===== config.mk =====
export PLATFORM = sky130hd
export DESIGN_NAME = next_fit_unit_pool_allocator
export DESIGN_NICKNAME = d
export VERILOG_FILES = /design/src/rtl/core/nfa_pkg.sv /design/src/rtl/core/nfa_ctrl.sv /design/src/rtl/core/nfa_dp.sv /design/src/rtl/core/next_fit_unit_pool_allocator.sv
export VERILOG_INCLUDE_DIRS = /design/src /design/src/rtl/core
export SDC_FILE = /design/constraint.sdc
export NUM_CORES = 2
export LEC_CHECK = 0
export BUFFER_PORTS_ARGS = -buffer_cell sky130_fd_sc_hd__buf_2
export CAP_MARGIN = 30
export CORE_MARGIN = 5
export CORE_UTILIZATION = 57
export DETAILED_ROUTE_END_ITERATION = 8
export GPL_TIMING_DRIVEN = 0
export PLACE_DENSITY_LB_ADDON = 0.08
export SKIP_LAST_GASP = 1
export SLEW_MARGIN = 25
export SYNTH_ARGS = -nofsm -noshare
export SYNTH_HDL_FRONTEND = slang
export SYNTH_SLANG_ARGS = --single-unit

===== constraint.sdc =====
create_clock -name clk_i -period 23.9 [get_ports clk_i]
set_input_delay 3.585 -clock clk_i [delete_from_list [all_inputs] [get_ports clk_i]]
set_output_delay 3.585 -clock clk_i [all_outputs]
set_load 0.02 [all_outputs]

===== src/rtl/core/next_fit_unit_pool_allocator_defines.svh =====
// Assertion macros for the unit pool allocator.
`ifndef NEXT_FIT_UNIT_POOL_ALLOCATOR_DEFINES_SVH
`define NEXT_FIT_UNIT_POOL_ALLOCATOR_DEFINES_SVH

`define NFA_ASSERT(lbl, prop, msg) \
  lbl: assert property (@(posedge clk_i) disable iff (!rst_ni) prop) else $error(msg);

`define NFA_ASSERT_NEXT(lbl, pre, post, msg) \
  lbl: assert property (@(posedge clk_i) disable iff (!rst_ni) (pre) |=> (post)) \
    else $error(msg);

`endif


===== src/rtl/core/nfa_pkg.sv =====
package nfa_pkg;

  localparam int unsigned NumUnits   = 256;
  localparam int unsigned NumHandles = 16;
  localparam int unsigned UnitW      = $clog2(NumUnits);
  localparam int unsigned CntW       = UnitW + 1;
  localparam int unsigned HandleW    = $clog2(NumHandles);
  localparam int unsigned QCntW      = HandleW + 1;
  localparam logic [23:0] Max24      = 24'hFFFFFF;

  typedef enum logic [1:0] {
    CmdAlloc   = 2'd0,
    CmdRelease = 2'd1,
    CmdClear   = 2'd2,
    CmdNone    = 2'd3
  } cmd_e;

  typedef enum logic [2:0] {
    StOk        = 3'd0,
    StNoHandle  = 3'd1,
    StExternal  = 3'd2,
    StBadHandle = 3'd3,
    StBadRange  = 3'd4,
    StZeroReq   = 3'd5
  } status_e;

  typedef enum logic [3:0] {
    FsmIdle,
    FsmDecode,
    FsmDivide,
    FsmScan,
    FsmMark,
    FsmMul,
    FsmRelChk,
    FsmRelUnmark,
    FsmClear,
    FsmFull,
    FsmResult
  } fsm_e;

  typedef struct packed {
    logic load;
    logic div_start;
    logic scan_start;
    logic scan_step;
    logic mark_start;
    logic mark_step;
    logic mark_val;
    logic mul_start;
    logic mul_step;
    logic commit_alloc;
    logic commit_ext;
    logic commit_release;
    logic commit_clear;
    logic full_start;
    logic full_step;
    logic clear_step;
    logic set_status;
    status_e status;
    logic out_valid;
  } ctrl_t;

  typedef struct packed {
    logic    zero_req;
    logic    q_empty;
    logic    div_done;
    logic    scan_done;
    logic    scan_hit;
    logic    mark_done;
    logic    mul_done;
    logic    rel_bad_handle;
    logic    rel_ext;
    logic    rel_bad_range;
    logic    clear_done;
    logic    full_done;
    cmd_e    cmd;
  } stat_t;

endpackage


===== src/rtl/core/nfa_ctrl.sv =====
module nfa_ctrl (
  input  logic           clk_i,
  input  logic           rst_ni,
  input  logic           in_fire_i,
  input  logic           out_free_i,
  input  nfa_pkg::stat_t stat_i,
  output nfa_pkg::ctrl_t ctrl_o,
  output logic           busy_o
);

  nfa_pkg::fsm_e state_q, state_d;

  always_ff @(posedge clk_i or negedge rst_ni) begin
    if (!rst_ni) begin
      state_q <= nfa_pkg::FsmClear;
    end else begin
      state_q <= state_d;
    end
  end

  always_comb begin
    state_d = state_q;
    ctrl_o  = '0;
    ctrl_o.status = nfa_pkg::StOk;
    busy_o = (state_q != nfa_pkg::FsmIdle);
    case (state_q)
      nfa_pkg::FsmIdle: begin
        if (in_fire_i) begin
          ctrl_o.load = 1'b1;
          state_d = nfa_pkg::FsmDecode;
        end
      end
      nfa_pkg::FsmDecode: begin
        ctrl_o.set_status = 1'b1;
        case (stat_i.cmd)
          nfa_pkg::CmdAlloc: begin
            if (stat_i.zero_req) begin
              ctrl_o.status = nfa_pkg::StZeroReq;
              state_d = nfa_pkg::FsmResult;
            end else if (stat_i.q_empty) begin
              ctrl_o.status = nfa_pkg::StNoHandle;
              state_d = nfa_pkg::FsmResult;
            end else begin
              ctrl_o.div_start = 1'b1;
              state_d = nfa_pkg::FsmDivide;
            end
          end
          nfa_pkg::CmdRelease: begin
            state_d = nfa_pkg::FsmRelChk;
          end
          nfa_pkg::CmdClear: begin
            state_d = nfa_pkg::FsmClear;
          end
          default: begin
            state_d = nfa_pkg::FsmResult;
          end
        endcase
      end
      nfa_pkg::FsmDivide: begin
        if (stat_i.div_done) begin
          ctrl_o.scan_start = 1'b1;
          state_d = nfa_pkg::FsmScan;
        end
      end
      nfa_pkg::FsmScan: begin
        if (stat_i.scan_done) begin
          ctrl_o.set_status = 1'b1;
          if (stat_i.scan_hit) begin
            ctrl_o.status = nfa_pkg::StOk;
            ctrl_o.mark_start = 1'b1;
            ctrl_o.mark_val = 1'b1;
            state_d = nfa_pkg::FsmMark;
          end else begin
            ctrl_o.status = nfa_pkg::StExternal;
            ctrl_o.commit_ext = 1'b1;
            state_d = nfa_pkg::FsmResult;
          end
        end else begin
          ctrl_o.scan_step = 1'b1;
        end
      end
      nfa_pkg::FsmMark: begin
        ctrl_o.mark_val = 1'b1;
        if (stat_i.mark_done) begin
          ctrl_o.mul_start = 1'b1;
          state_d = nfa_pkg::FsmMul;
        end else begin
          ctrl_o.mark_step = 1'b1;
        end
      end
      nfa_pkg::FsmMul: begin
        if (stat_i.mul_done) begin
          ctrl_o.commit_alloc = 1'b1;
          state_d = nfa_pkg::FsmResult;
        end else begin
          ctrl_o.mul_step = 1'b1;
        end
      end
      nfa_pkg::FsmRelChk: begin
        ctrl_o.set_status = 1'b1;
        if (stat_i.rel_bad_handle) begin
          ctrl_o.status = nfa_pkg::StBadHandle;
          state_d = nfa_pkg::FsmResult;
        end else if (stat_i.rel_ext) begin
          ctrl_o.commit_release = 1'b1;
          state_d = nfa_pkg::FsmResult;
        end else if (stat_i.rel_bad_range) begin
          ctrl_o.status = nfa_pkg::StBadRange;
          state_d = nfa_pkg::FsmResult;
        end else begin
          ctrl_o.mark_start = 1'b1;
          ctrl_o.mul_start = 1'b1;
          state_d = nfa_pkg::FsmRelUnmark;
        end
      end
      nfa_pkg::FsmRelUnmark: begin
        if (stat_i.mark_done && stat_i.mul_done) begin
          ctrl_o.commit_release = 1'b1;
          state_d = nfa_pkg::FsmResult;
        end else begin
          ctrl_o.mark_step = !stat_i.mark_done;
          ctrl_o.mul_step = !stat_i.mul_done;
        end
      end
      nfa_pkg::FsmClear: begin
        if (stat_i.clear_done) begin
          ctrl_o.full_start = 1'b1;
          state_d = nfa_pkg::FsmFull;
        end else begin
          ctrl_o.clear_step = 1'b1;
        end
      end
      nfa_pkg::FsmFull: begin
        if (stat_i.full_done) begin
          ctrl_o.commit_clear = 1'b1;
          state_d = (stat_i.cmd == nfa_pkg::CmdClear) ? nfa_pkg::FsmResult
                                                       : nfa_pkg::FsmIdle;
        end else begin
          ctrl_o.full_step = 1'b1;
        end
      end
      nfa_pkg::FsmResult: begin
        if (out_free_i) begin
          ctrl_o.out_valid = 1'b1;
          state_d = nfa_pkg::FsmIdle;
        end
      end
      default: begin
        state_d = nfa_pkg::FsmIdle;
      end
    endcase
  end

endmodule


===== src/rtl/core/nfa_dp.sv =====
module nfa_dp (
  input  logic                         clk_i,
  input  logic                         rst_ni,
  input  logic [15:0]                  unit_size_i,
  input  logic [8:0]                   unit_count_i,
  input  logic [1:0]                   cmd_i,
  input  logic [23:0]                  req_i,
  input  logic [nfa_pkg::HandleW-1:0]  hin_i,
  input  nfa_pkg::ctrl_t               ctrl_i,
  output nfa_pkg::stat_t               stat_o,
  output logic [2:0]                   status_o,
  output logic [3:0]                   handle_o,
  output logic [7:0]                   start_o,
  output logic [8:0]                   run_o,
  output logic [23:0]                  free_o
);

  localparam int unsigned UW = nfa_pkg::UnitW;
  localparam int unsigned CW = nfa_pkg::CntW;
  localparam int unsigned HW = nfa_pkg::HandleW;
  localparam int unsigned QW = nfa_pkg::QCntW;

  logic                  used_q [nfa_pkg::NumUnits];
  logic                  used_rd_q;
  logic [HW-1:0]         hq_q [nfa_pkg::NumHandles];
  logic [HW-1:0]         qhead_q, qtail_q;
  logic [QW-1:0]         qcnt_q;
  logic [UW-1:0]         dstart_q [nfa_pkg::NumHandles];
  logic [CW-1:0]         dunits_q [nfa_pkg::NumHandles];
  logic                  dalloc_q [nfa_pkg::NumHandles];
  logic                  dext_q [nfa_pkg::NumHandles];
  logic [CW-1:0]         rover_q;
  logic [23:0]           free_q;

  logic [1:0]            cmd_q;
  logic [23:0]           req_q;
  logic [HW-1:0]         hin_q;
  logic [15:0]           sz_q;
  logic [CW-1:0]         cnt_q;
  logic [2:0]            status_q;
  logic [HW-1:0]         hout_q;
  logic [UW-1:0]         sout_q;
  logic [CW-1:0]         rout_q;

  // Restoring divider: quotient in req_q, remainder in rem_q.
  logic [16:0]           rem_q;
  logic [4:0]            dcnt_q;
  logic                  dbusy_q;
  logic [24:0]           need_q;

  // Scan engine.
  logic [CW-1:0]         pos_q, lim_q, last_q;
  logic [CW-1:0]         pos_d;
  logic [24:0]           run_q;
  logic                  pass_q, sdone_q, shit_q;

  // Mark/unmark engine and shift-add multiplier.
  logic [CW-1:0]         mpos_q, mleft_q;
  logic [39:0]           acc_q;
  logic [CW-1:0]         mbits_q;
  logic [15:0]           mcand_q;
  logic [3:0]            mcnt_q;
  logic                  mbusy_q;
  logic [CW-1:0]         ccnt_q;
  logic                  fbusy_q;

  logic [15:0]           sz_eff;
  logic [CW-1:0]         cnt_eff;
  logic [16:0]           rem_sh;
  logic [17:0]           rem_try;
  logic [HW-1:0]         head_h;
  logic [UW-1:0]         r_start;
  logic [CW-1:0]         r_units;
  logic [CW:0]           r_end;
  logic [24:0]           sum;
  logic [23:0]           prod24;

  assign sz_eff  = (unit_size_i == '0) ? 16'd1 : unit_size_i;
  assign cnt_eff = (unit_count_i > 9'(nfa_pkg::NumUnits)) ? CW'(nfa_pkg::NumUnits)
                                                          : CW'(unit_count_i);
  assign rem_sh  = {rem_q[15:0], req_q[23]};
  assign rem_try = {1'b0, rem_sh} - {2'b0, sz_q};
  assign head_h  = hq_q[qhead_q];
  assign r_start = dstart_q[hin_q];
  assign r_units = dunits_q[hin_q];
  assign r_end   = {1'b0, CW'(r_start)} + {1'b0, r_units};
  assign prod24  = (acc_q[39:24] != '0) ? nfa_pkg::Max24 : acc_q[23:0];

  always_comb begin
    stat_o = '0;
    stat_o.cmd            = nfa_pkg::cmd_e'(cmd_q);
    stat_o.zero_req       = (req_q == '0);
    stat_o.q_empty        = (qcnt_q == '0);
    stat_o.div_done       = !dbusy_q;
    stat_o.scan_done      = sdone_q;
    stat_o.scan_hit       = shit_q;
    stat_o.mark_done      = (mleft_q == '0);
    stat_o.mul_done       = !mbusy_q;
    stat_o.rel_bad_handle = !dalloc_q[hin_q];
    stat_o.rel_ext        = dext_q[hin_q];
    stat_o.rel_bad_range  = ({1'b0, CW'(r_start)} >= {1'b0, cnt_q}) ||
                            (r_end > {1'b0, cnt_q});
    stat_o.clear_done     = (ccnt_q == CW'(nfa_pkg::NumUnits));
    stat_o.full_done      = !mbusy_q && fbusy_q;
  end

  // The map is read through a registered port, so the scan address is formed here ahead of the read.
  always_comb begin
    pos_d = pos_q;
    if (ctrl_i.scan_start) begin
      pos_d = rover_q;
    end else if (ctrl_i.scan_step) begin
      if (pos_q >= lim_q) begin
        if (!pass_q) begin
          pos_d = '0;
        end
      end else begin
        pos_d = pos_q + 1'b1;
      end
    end
  end

  always_ff @(posedge clk_i or negedge rst_ni) begin
    if (!rst_ni) begin
      for (int i = 0; i < nfa_pkg::NumHandles; i++) begin
        hq_q[i]     <= HW'(i);
        dalloc_q[i] <= 1'b0;
        dext_q[i]   <= 1'b0;
        dstart_q[i] <= '0;
        dunits_q[i] <= '0;
      end
      qhead_q <= '0;
      qtail_q <= '0;
      qcnt_q  <= QW'(nfa_pkg::NumHandles);
      rover_q <= '0;
      free_q  <= '0;
      dbusy_q <= 1'b0;
      mbusy_q <= 1'b1;
      fbusy_q <= 1'b1;
      acc_q   <= '0;
      mbits_q <= CW'(256);
      mcand_q <= 16'd1;
      mcnt_q  <= '0;
      cmd_q   <= nfa_pkg::CmdNone;
      mleft_q <= '0;
      ccnt_q  <= '0;
      sdone_q <= 1'b0;
      sz_q    <= 16'd1;
      cnt_q   <= CW'(nfa_pkg::NumUnits);
    end else begin
      pos_q <= pos_d;
      if (ctrl_i.load) begin
        cmd_q  <= cmd_i;
        req_q  <= req_i;
        hin_q  <= hin_i;
        sz_q   <= sz_eff;
        cnt_q  <= cnt_eff;
        ccnt_q <= '0;
        hout_q <= '0;
        sout_q <= '0;
        rout_q <= '0;
      end
      if (ctrl_i.set_status) begin
        status_q <= ctrl_i.status;
      end
      if (ctrl_i.div_start) begin
        dbusy_q <= 1'b1;
        dcnt_q  <= '0;
        rem_q   <= '0;
        hout_q  <= head_h;
        qhead_q <= qhead_q + 1'b1;
        qcnt_q  <= qcnt_q - 1'b1;
      end else if (dbusy_q) begin
        if (!rem_try[17]) begin
          rem_q <= rem_try[16:0];
          req_q <= {req_q[22:0], 1'b1};
        end else begin
          rem_q <= rem_sh;
          req_q <= {req_q[22:0], 1'b0};
        end
        dcnt_q <= dcnt_q + 1'b1;
        if (dcnt_q == 5'd23) begin
          dbusy_q <= 1'b0;
        end
      end
      if (ctrl_i.scan_start) begin
        need_q  <= {1'b0, req_q} + ((rem_q != '0) ? 25'd1 : 25'd0);
        lim_q   <= cnt_q;
        pass_q  <= 1'b0;
        run_q   <= '0;
        sdone_q <= 1'b0;
        shit_q  <= 1'b0;
      end else if (ctrl_i.scan_step) begin
        if (pos_q >= lim_q) begin
          if (!pass_q) begin
            pass_q <= 1'b1;
            lim_q  <= (rover_q < cnt_q) ? rover_q : cnt_q;
            run_q  <= '0;
          end else begin
            sdone_q <= 1'b1;
          end
        end else if (!used_rd_q) begin
          if (run_q + 25'd1 >= need_q) begin
            sdone_q <= 1'b1;
            shit_q  <= 1'b1;
            last_q  <= pos_q;
          end
          run_q <= run_q + 25'd1;
        end else begin
          run_q <= '0;
        end
      end
      if (ctrl_i.mark_start) begin
        if (cmd_q == nfa_pkg::CmdAlloc) begin
          mpos_q  <= last_q + 1'b1 - CW'(need_q);
          mleft_q <= CW'(need_q);
        end else begin
          mpos_q  <= CW'(r_start);
          mleft_q <= r_units;
        end
      end else if (ctrl_i.mark_step) begin
        mpos_q  <= mpos_q + 1'b1;
        mleft_q <= mleft_q - 1'b1;
      end
      if (ctrl_i.mul_start || ctrl_i.full_start) begin
        mbusy_q <= 1'b1;
        acc_q   <= '0;
        mcnt_q  <= '0;
        mcand_q <= sz_q;
        fbusy_q <= ctrl_i.full_start;
        if (ctrl_i.full_start) begin
          mbits_q <= cnt_q;
        end else if (cmd_q == nfa_pkg::CmdAlloc) begin
          mbits_q <= CW'(need_q);
        end else begin
          mbits_q <= r_units;
        end
      end else if (mbusy_q) begin
        acc_q   <= (acc_q << 1) + (mbits_q[CW-1] ? {24'd0, mcand_q} : 40'd0);
        mbits_q <= mbits_q << 1;
        mcnt_q  <= mcnt_q + 1'b1;
        if (mcnt_q == 4'(CW - 1)) begin
          mbusy_q <= 1'b0;
        end
      end
      if (ctrl_i.clear_step) begin
        ccnt_q <= ccnt_q + 1'b1;
      end
      if (ctrl_i.commit_clear) begin
        free_q  <= prod24;
        rover_q <= '0;
        fbusy_q <= 1'b0;
        if (cmd_q != nfa_pkg::CmdClear) begin
          sz_q  <= sz_eff;
          cnt_q <= cnt_eff;
        end
      end
      if (ctrl_i.commit_alloc) begin
        rover_q          <= last_q + 1'b1;
        free_q           <= ({16'd0, free_q} <= acc_q) ? 24'd0
                                                       : free_q - acc_q[23:0];
        dstart_q[hout_q] <= mpos_q[UW-1:0] - UW'(need_q);
        dunits_q[hout_q] <= CW'(need_q);
        dalloc_q[hout_q] <= 1'b1;
        dext_q[hout_q]   <= 1'b0;
        sout_q           <= mpos_q[UW-1:0] - UW'(need_q);
        rout_q           <= CW'(need_q);
      end
      if (ctrl_i.commit_ext) begin
        dstart_q[hout_q] <= '0;
        dunits_q[hout_q] <= '0;
        dalloc_q[hout_q] <= 1'b1;
        dext_q[hout_q]   <= 1'b1;
      end
      if (ctrl_i.commit_release) begin
        if (!dext_q[hin_q]) begin
          sout_q <= r_start;
          rout_q <= r_units;
          free_q <= sum[24] ? nfa_pkg::Max24 : sum[23:0];
        end
        dstart_q[hin_q] <= '0;
        dunits_q[hin_q] <= '0;
        dalloc_q[hin_q] <= 1'b0;
        dext_q[hin_q]   <= 1'b0;
        if (qcnt_q < QW'(nfa_pkg::NumHandles)) begin
          hq_q[qtail_q] <= hin_q;
          qtail_q       <= qtail_q + 1'b1;
          qcnt_q        <= qcnt_q + 1'b1;
        end
      end
      if (ctrl_i.set_status && cmd_q == nfa_pkg::CmdRelease) begin
        hout_q <= hin_q;
      end
    end
  end

  assign sum = {1'b0, free_q} + ((acc_q[39:24] != '0) ? 25'h1FFFFFF : {1'b0, acc_q[23:0]});

  always_ff @(posedge clk_i) begin
    if (ctrl_i.mark_step) begin
      used_q[mpos_q[UW-1:0]] <= ctrl_i.mark_val;
    end else if (ctrl_i.clear_step) begin
      used_q[ccnt_q[UW-1:0]] <= 1'b0;
    end
    used_rd_q <= used_q[pos_d[UW-1:0]];
  end

  assign status_o = status_q;
  assign handle_o = 4'(hout_q);
  assign start_o  = 8'(sout_q);
  assign run_o    = 9'(rout_q);
  assign free_o   = free_q;

endmodule


===== src/rtl/core/next_fit_unit_pool_allocator.sv =====
// Next-fit unit pool allocator. Each word on s_axis is one command (allocate,
// release, clear, or the fourth code, which changes nothing) and yields exactly
// one result word on m_axis; the next word is taken only after that result
// has been placed in the output register. An allocate runs the bit-serial
// unit division, the scan of the map from the rover and then from unit zero,
// the marking of the found units and the byte multiply; a release unmarks the
// freed units while the byte multiply runs beside it; a clear walks all 256
// map bits. After reset the block clears the map and computes the full byte
// count before the first word is taken. Unit size and unit count are sampled
// when each word is accepted; the free byte count is reloaded from them only
// by a clear or a reset. The map has one write port, used by the mark and
// clear sequencers, and a registered read port used by the scan, one unit per
// cycle.
module next_fit_unit_pool_allocator (
  input  logic        clk_i,
  input  logic        rst_ni,
  input  logic        cfg_we_i,
  input  logic        cfg_idx_i,
  input  logic [15:0] cfg_data_i,
  input  logic        s_axis_tvalid,
  output logic        s_axis_tready,
  // tdata: cmd[1:0], request_bytes[25:2], handle_in[29:26], zero fill.
  input  logic [31:0] s_axis_tdata,
  output logic        m_axis_tvalid,
  input  logic        m_axis_tready,
  // tdata: status[2:0], handle_out[6:3], start_unit[14:7], run_units[23:15],
  // free_bytes[47:24].
  output logic [47:0] m_axis_tdata
);

  localparam logic CfgUnitSize  = 1'b0;
  localparam logic CfgUnitCount = 1'b1;

  logic [15:0]    unit_size_q;
  logic [8:0]     unit_count_q;
  logic           out_valid_q;
  logic           busy;
  logic           in_fire;
  nfa_pkg::ctrl_t ctrl;
  nfa_pkg::stat_t stat;
  logic [2:0]     status;
  logic [3:0]     handle;
  logic [7:0]     start;
  logic [8:0]     run;
  logic [23:0]    free;

  always_ff @(posedge clk_i or negedge rst_ni) begin
    if (!rst_ni) begin
      unit_size_q  <= 16'd1;
      unit_count_q <= 9'd256;
    end else if (cfg_we_i) begin
      case (cfg_idx_i)
        CfgUnitSize:  unit_size_q  <= cfg_data_i;
        CfgUnitCount: unit_count_q <= cfg_data_i[8:0];
        default: ;
      endcase
    end
  end

  assign s_axis_tready = !busy;
  assign in_fire       = s_axis_tvalid && s_axis_tready;

  nfa_ctrl u_ctrl (
    .clk_i      (clk_i),
    .rst_ni     (rst_ni),
    .in_fire_i  (in_fire),
    .out_free_i (!out_valid_q || m_axis_tready),
    .stat_i     (stat),
    .ctrl_o     (ctrl),
    .busy_o     (busy)
  );

  nfa_dp u_dp (
    .clk_i        (clk_i),
    .rst_ni       (rst_ni),
    .unit_size_i  (unit_size_q),
    .unit_count_i (unit_count_q),
    .cmd_i        (s_axis_tdata[1:0]),
    .req_i        (s_axis_tdata[25:2]),
    .hin_i        (s_axis_tdata[29:26]),
    .ctrl_i       (ctrl),
    .stat_o       (stat),
    .status_o     (status),
    .handle_o     (handle),
    .start_o      (start),
    .run_o        (run),
    .free_o       (free)
  );

  always_ff @(posedge clk_i or negedge rst_ni) begin
    if (!rst_ni) begin
      out_valid_q <= 1'b0;
    end else if (ctrl.out_valid) begin
      out_valid_q <= 1'b1;
    end else if (m_axis_tready) begin
      out_valid_q <= 1'b0;
    end
  end

  always_ff @(posedge clk_i) begin
    if (ctrl.out_valid) begin
      m_axis_tdata <= {free, run, start, handle, status};
    end
  end

  assign m_axis_tvalid = out_valid_q;

`include "next_fit_unit_pool_allocator_defines.svh"

  `NFA_ASSERT(a_no_accept_busy, !(in_fire && busy), "accepted a word while busy")
  `NFA_ASSERT_NEXT(a_load_busy, in_fire, busy, "not busy after accepting a word")
  `NFA_ASSERT(a_result_slot, !(ctrl.out_valid && out_valid_q && !m_axis_tready),
    "result overwrote a pending word")

endmodule


Yosys cells after proc, flatten, opt, wreduce, memory -nomap -nowiden

Memories as Yosys holds them, arrays and structs flattened. A register that Yosys moved wholly into a read port is not among the register bits.
Index checks and enable logic that the tools add are counted.
Widths: inputs -> output; s select.

Register bits after elaboration: 772
Memory bits (writable): 256
Input port bits: 54
Output and inout port bits: 50
Memories kept: 1

Add/sub/neg operators: 20
Order comparisons: 15
Eq/ne operators: 29
Mux-type cells: 209
Bitwise operators: 24
Reduce and logical (&&, ||, !) cells: 47

Memories:

| name        | words | bits a word | read ports | clocked after memory_dff | wr ports | RTL line     | RTL |
|---|---|---|---|---|---|---|---|
| u_dp.used_q | 256   | 1           | 1          | 1                        | 1        | nfa_dp.sv:23 | `logic used_q [nfa_pkg::NumUnits];` |

Operators by type and width:

| operator          | number |
|---|---|
| $mux 144          | 3 |
| $mux 128          | 3 |
| $mux 9            | 34 |
| $and 144x144->144 | 2 |
| $not 144->144     | 2 |
| $and 128x128->128 | 2 |
| $not 128->128     | 2 |
| $mux 24           | 10 |
| $mux 16           | 11 |
| $bwmux 144        | 1 |
| $bwmux 128        | 1 |
| $mux 25           | 5 |
| $mux 4            | 25 |
| $mux 40           | 2 |
| $demux 9 s4       | 2 |
| $mux 1            | 72 |
| $mux 8            | 9 |
| $bwmux 64         | 1 |
| $demux 8 s4       | 2 |
| $and 16x16->16    | 3 |
| $or 16x16->16     | 3 |
| $pmux 4 s11       | 1 |
| $add 40x40->40    | 1 |
| $le 24x40->1      | 1 |
| other kinds (69)  | 146 |

Longest topological paths before layout

Word-level depth: 14
Gate-level depth with buffers: 26

Cells and area by module

Synthesis repeated with hierarchy kept, for this count alone.

Cells, all modules: 5220
Area, all modules: 54991.5 um2

Modules (own cells, without submodules):

| module                       | instances | cells an instance | area an instance (um2) |
|---|---|---|---|
| nfa_dp                       | 1         | 5010              | 51774.7 |
| next_fit_unit_pool_allocator | 1         | 107               | 2487.4 |
| nfa_ctrl                     | 1         | 103               | 729.4 |

Worst setup path after synthesis

Ideal clock, no wire load.

Path type: register to register
Start: reg u_ctrl.state_q[1]
End: mem u_dp.used_q[0] (data pin)
Setup time: 1.390 ns
Arrival: 6.912 ns
Path slack: 15.598 ns
Stages on the path, launching flop included: 6
Buffers on the path: 1
Period minus slack after synthesis: 8.302 ns
Cell sequence: dfrtp_1 > clkbuf_1 > nand2_1 > nor3_1 > a22oi_1 > nor2_1

Word-level cells in the longest chain between the ends: 7
Elaborated cells between the ends (all ways): 12
Classes of those cells: 4 x eq/ne; 7 x mux; 1 x reduce/logical

RTL lines:

| element                          | RTL line       | RTL |
|---|---|---|
| start: declaration               | nfa_ctrl.sv:11 | `nfa_pkg::fsm_e state_q, state_d;` |
| start signal: assignment         | nfa_ctrl.sv:15 | `state_q <= nfa_pkg::FsmClear;` |
| start signal: assignment         | nfa_ctrl.sv:17 | `state_q <= state_d;` |
| $eq 4x4->1                       | nfa_ctrl.sv:26 | `case (state_q)` |
| $mux 1                           | nfa_ctrl.sv:26 |  |
| $mux 1                           | nfa_dp.sv:302  | `end else if (ctrl_i.clear_step) begin` |
| $mux 1                           | nfa_dp.sv:300  | `if (ctrl_i.mark_step) begin` |
| $mux 1 (implied by the code)     | nfa_dp.sv:303  | `used_q[ccnt_q[UW-1:0]] <= 1'b0;` |
| $reduce_or 1->1 (no source line) | n/a            |  |
| $mux 1 (no source line) (*)      | n/a            |  |
| end: declaration                 | nfa_dp.sv:23   |  |

Every way passes the cells marked *; elsewhere a longest branch is shown, timed or not.

Final worst setup path

Start: reg u_dp.hin_q[1]
End: reg u_dp.mpos_q[4] (enable)

Word-level cells in the longest chain between the ends: 13
Elaborated cells between the ends (all ways): 23
Classes of those cells: 1 x add/sub; 2 x order compare; 16 x mux; 1 x bitwise; 3 x reduce/logical

RTL lines:

| element                                                                    | RTL line                   | RTL |
|---|---|---|
| start: declaration                                                         | nfa_dp.sv:37               | `logic [HW-1:0] hin_q;` |
| start signal: assignment                                                   | nfa_dp.sv:155              | `hin_q <= hin_i;` |
| $not 4->5 (implied by the code) (*)                                        | n/a                        |  |
| $bmux 8 s4 / $bmux 9 s4 (equally long branches)                            | nfa_dp.sv:84, nfa_dp.sv:85 |  |
| $mux 8 (implied by the code) / $mux 9 (equally long branches) (2 in a row) | nfa_dp.sv:84, nfa_dp.sv:85 |  |
| $add 8x9->10                                                               | nfa_dp.sv:86               | `assign r_end = {1'b0, CW'(r_start)} + {1'b0, r_units};` |
| $gt 10x9->1                                                                | nfa_dp.sv:102              | `(r_end > {1'b0, cnt_q});` |
| $logic_or 1x1->1                                                           | nfa_dp.sv:101              | `stat_o.rel_bad_range = ({1'b0, CW'(r_start)} >= {1'b0, cnt_q}) \|\|` |
| $mux 1                                                                     | nfa_ctrl.sv:107            | `end else if (stat_i.rel_bad_range) begin` |
| $mux 1                                                                     | nfa_ctrl.sv:104            | `end else if (stat_i.rel_ext) begin` |
| $mux 1 (*)                                                                 | nfa_ctrl.sv:101            | `if (stat_i.rel_bad_handle) begin` |
| $pmux 1 s2 (*)                                                             | nfa_ctrl.sv:26             |  |
| $reduce_bool 2->1 (no source line) (*)                                     | n/a                        |  |
| $reduce_and 2->1 (no source line) (*)                                      | n/a                        |  |
| end signal: assignment                                                     | nfa_dp.sv:215              | `mpos_q <= last_q + 1'b1 - CW'(need_q);` |
| end signal: assignment                                                     | nfa_dp.sv:218              | `mpos_q <= CW'(r_start);` |
| end signal: assignment                                                     | nfa_dp.sv:222              | `mpos_q <= mpos_q + 1'b1;` |
| end: declaration                                                           | nfa_dp.sv:58               | `logic [CW-1:0] mpos_q, mleft_q;` |

Every way passes the cells marked *; elsewhere a longest branch is shown, timed or not. The select of a mux whose other input is x is not followed.
A chain may end at the register's enable or synchronous reset.

==> results.py <==
metrics = {
    "synthesis": {
        "synth_compound_area_frac": 0.108,
        "synth_simple_gate_area_share": 0.169,
        "asyncSetResetFlopFracSynth": 0.547,
        "avgSynthCellArea_um2": 10.3,
        "synth_edf_count": 465,
        "yosysSeqAreaShare": 0.520,
        "syn-num-nets": 5512,
        "syn-instance-count": 5272,
        "adder_cell_share_of_the_synthesized_area": 0.0440,
        "synth_largest_type_area_fraction": 0.258,
        "yosysWarningCount": 0,
        "synth.area.top_cells": "edfxtp_1 26%, dfrtp_1 24%, nand2_1 6.9%",
        "synth_ff_type": "dfrtp_1",
        "synth_xor_area_frac": 0.0297,
        "synth.distinct_cells": 88,
        "largest_family_of_logic_cells_by_synthesized_area": "simple AND/OR/NAND/NOR gates",
        "synth.cells.most_frequent": "998 x nand2_1, 584 x nor2_1, 518 x dfrtp_1, 480 x a21oi_1, 465 x edfxtp_1",
        "synth_seq_cells": 1028,
        "synthMuxAreaShare": 0.0965,
        "post-synth-top-count-cell": "nand2_1",
        "synth.cell_area_um2": 54000,
        "largest_area_contributor_in_the_synthesized_netlist": "edfxtp_1",
    },
    "cts": {
        "cts_num_sinks": 1028,
        "hold_buffers": 0,
        "numCtsBuffers": 110,
        "clockBufferDepth": 3,
        "tritoncts_clock_tree": "yes",
        "clockRootBuffer": "clkbuf_16",
        "ctsResizeCount": 0,
        "post_cts.repair.setup_buffers": 0,
        "clk_pin_slew_worst_paths_ns": 0.06,
        "htree_num_levels": 3,
        "clk-insertion-delay-late_ns": 0.71,
    },
    "worst_setup_path": {
        "crit_path_max_fanout": 10,
        "critPathTopFamily": "buffers and inverters",
        "critical_path_required_ns": 24.24,
        "path_buf_inv": 3,
        "crit_chain": "clkbuf_1, clkbuf_1, clkbuf_1, mux4_2, mux4_2, ha_1, fa_1, a21oi_1, nor2_1, nor2_1, o21bai_1, a21oi_1, o21bai_1, a21oi_1, xnor2_1, ha_1, nand2_1, or4_1, and2_1, a221oi_2, a32oi_1, and2_1, nor2b_1",
        "cp_data_arrival_time_ns": 9.41,
        "worstSetupStartpointType": "register",
        "setup.worst_path.end_class": "register",
        "largest_incremental_delay_on_the_critical_path_ns": 0.82,
        "critical_path_class": "register to register",
        "crit_path_top_delay_cell": "clkbuf_1",
    },
    "floorplanning": {
        "std_cell_rows": 113,
        "floorplan.die.height_um": 318,
        "floorplan.core_area_um2": 94600,
        "design.die.area_um2": 101000,
        "start_util": 0.571,
        "die_span_in_x_um": 318,
        "floorplan.io_pins": 104,
    },
    "place": {
        "dp_hpwl_um": 114000,
        "gp_routability_congestion": 0.916,
        "placement.io_buffers": 101,
    },
    "sta": {
        "hold_violations": 0,
        "finalWorstPathRequiredPeriod_ns": 9.08,
        "layout_worst_path_cycle_share": 0.380,
        "slew_headroom": 0.295,
        "number_of_max_slew_violations_in_the_final_report": 0,
        "timing.fmax_ghz": 0.110,
        "skew_ns": 0.0209,
        "tightest_slew_ns": 1.05,
        "final-setup-viol-count": 0,
        "tns_setup_ns": 0,
        "rsz0062_at_grt": "false",
    },
    "flow_run": {
        "max_capacitance_violation_count": 0,
    },
    "outcome": {
        "outcome": "finished, final reports clean",
    },
    "power_and_ir_drop": {
        "total_power_mw": 7.22,
        "power_per_cell_area_nw_per_um2": 120,
        "power.static_leakage_nw": 24.4,
        "peakVddDrop_mv": 0.0647,
    },
    "detailed_routing": {
        "drt_drc_violations_left": 0,
        "ant_nets": 0,
        "dr_total_vias": 41622,
        "drt-wirelength-per-cell_um": 22.5,
        "finalWirelength_um": 155000,
        "viasPerCell": 6.05,
        "number_of_detailed_routing_iterations_run_before_antenna_repair": 5,
        "detail_route.iter0.violations": 4109,
    },
    "global_route": {
        "antenna_found_initial": 3,
        "wire_length_of_the_first_global_routing_pass_um": 238000,
        "first_global_vias": 40332,
        "grt_overflow": 0,
        "grt.total_usage": 0.300,
        "grt_max_degree": 86,
    },
    "min_path": {
        "worstHoldPathType": "register to register",
    },
    "cells_and_area": {
        "num-nets-final": 5755,
        "drive_above_1_share": 0.122,
        "area.growth.synth_to_final_pct": 11.8,
    },
}
[layout by cell type, fill, tap and decap left out, types with 44 or more instances in the layout]
cell / instances
edfxtp_1: 465
clkbuf_1: 274
inv_1: 143
xor2_1: 70
a21o_1: 46
nor3_1: 59
mux2_2: 134
nor2_1: 582
nand3_1: 139
ha_1: 179
a211oi_1: 59
a21oi_1: 480
mux4_2: 128
o21ai_0: 139
dfstp_2: 44
xnor2_1: 113
dfrtp_1: 518
nand2_1: 998
nand4_1: 46
buf_2: 133
clkbuf_16: 112
nand2b_1: 68
mux2i_1: 82
[state kept, by name, summed over array words and instances (netlist names), 16 cells and up]
register	count
u_dp.dext_q	16
u_dp.dunits_q	144
u_dp.rem_q	17
u_dp.dalloc_q	16
u_dp.free_o	24
u_dp.dstart_q	128
m_axis_tdata	48
u_dp.run_q	25
u_dp.req_q	24
u_dp.mcand_q	16
u_dp.acc_q	40
u_dp.need_q	25
u_dp.hq_q	64
unit_size_q	16
u_dp.sz_q	16
u_dp.used_q	256
[through the flow]
step / std cells / utilization / hold WS [ns] / setup slack, ns / instance area [um^2]
after floorplan: 5272 / - / 0.400 / 15.60 / 54000
after global placement: 6638 / 0.593 / 0.401 / 4.81 / 56100
after detailed placement: 6661 / 0.599 / 0.408 / 15.00 / 56600
after CTS: 6866 / 0.638 / 0.422 / 15.00 / 60400
after global routing: 6874 / 0.639 / 0.439 / 14.63 / 60400
final: 6874 / 0.639 / 0.422 / 14.82 / 60400
[worst paths after layout]
kind | endpoint | slack, ns | depth (start not counted) | start
min | m_axis_tdata[0] | 0.42 | 0 | u_dp.status_o[0]
min reg2reg | m_axis_tdata[0] | 0.42 | 0 | u_dp.status_o[0]
max in group asynchronous | u_dp.hq_q[14] | 19.06 | 5 | rst_ni
max | u_dp.mpos_q[4] | 14.82 | 23 | u_dp.hin_q[1]
max reg2reg | u_dp.mpos_q[4] | 14.82 | 23 | u_dp.hin_q[1]
min in group asynchronous | u_dp.acc_q[12] | 2.81 | 1 | rst_ni
[routing by layer]
layer | vias to the layer above | routed length [um] | GRT usage
met5 | - | 11 | 0
met4 | 2 | 6060 | 0.107
met3 | 318 | 11500 | 0.0534
met2 | 1521 | 73700 | 0.490
met1 | 20634 | 63700 | 0.410
li1 | 19147 | - | -
[cell families after synthesis]
logic type | after synthesis
simple gates | 2109
flops | 1028
compound gates | 966
buf+inv | 456
mux | 344
fa+ha+maj | 186
xor+xnor | 183
[where the power goes]
part	switching (mW)	leakage (nW)	internal (mW)
combinational	1.80	10.8	1.11
sequential	0.301	11.8	2.24
clock	0.744	1.82	1.03
total	2.84	24.4	4.38
[cell type report]
cell class                      instances  area, um^2
Antenna cell                            1        2.50
Buffer                                310        1240
Clock buffer                          151        3090
Clock inverter                         54         631
Fill cell                            7702       34100
Inverter                              146         548
Multi-Input combinational cell       3788       24200
Sequential cell                      1028       28100
Tap cell                             1265        1580
Timing Repair Buffer                  131        1050
Note: power is estimated with default switching activity, not from simulation.
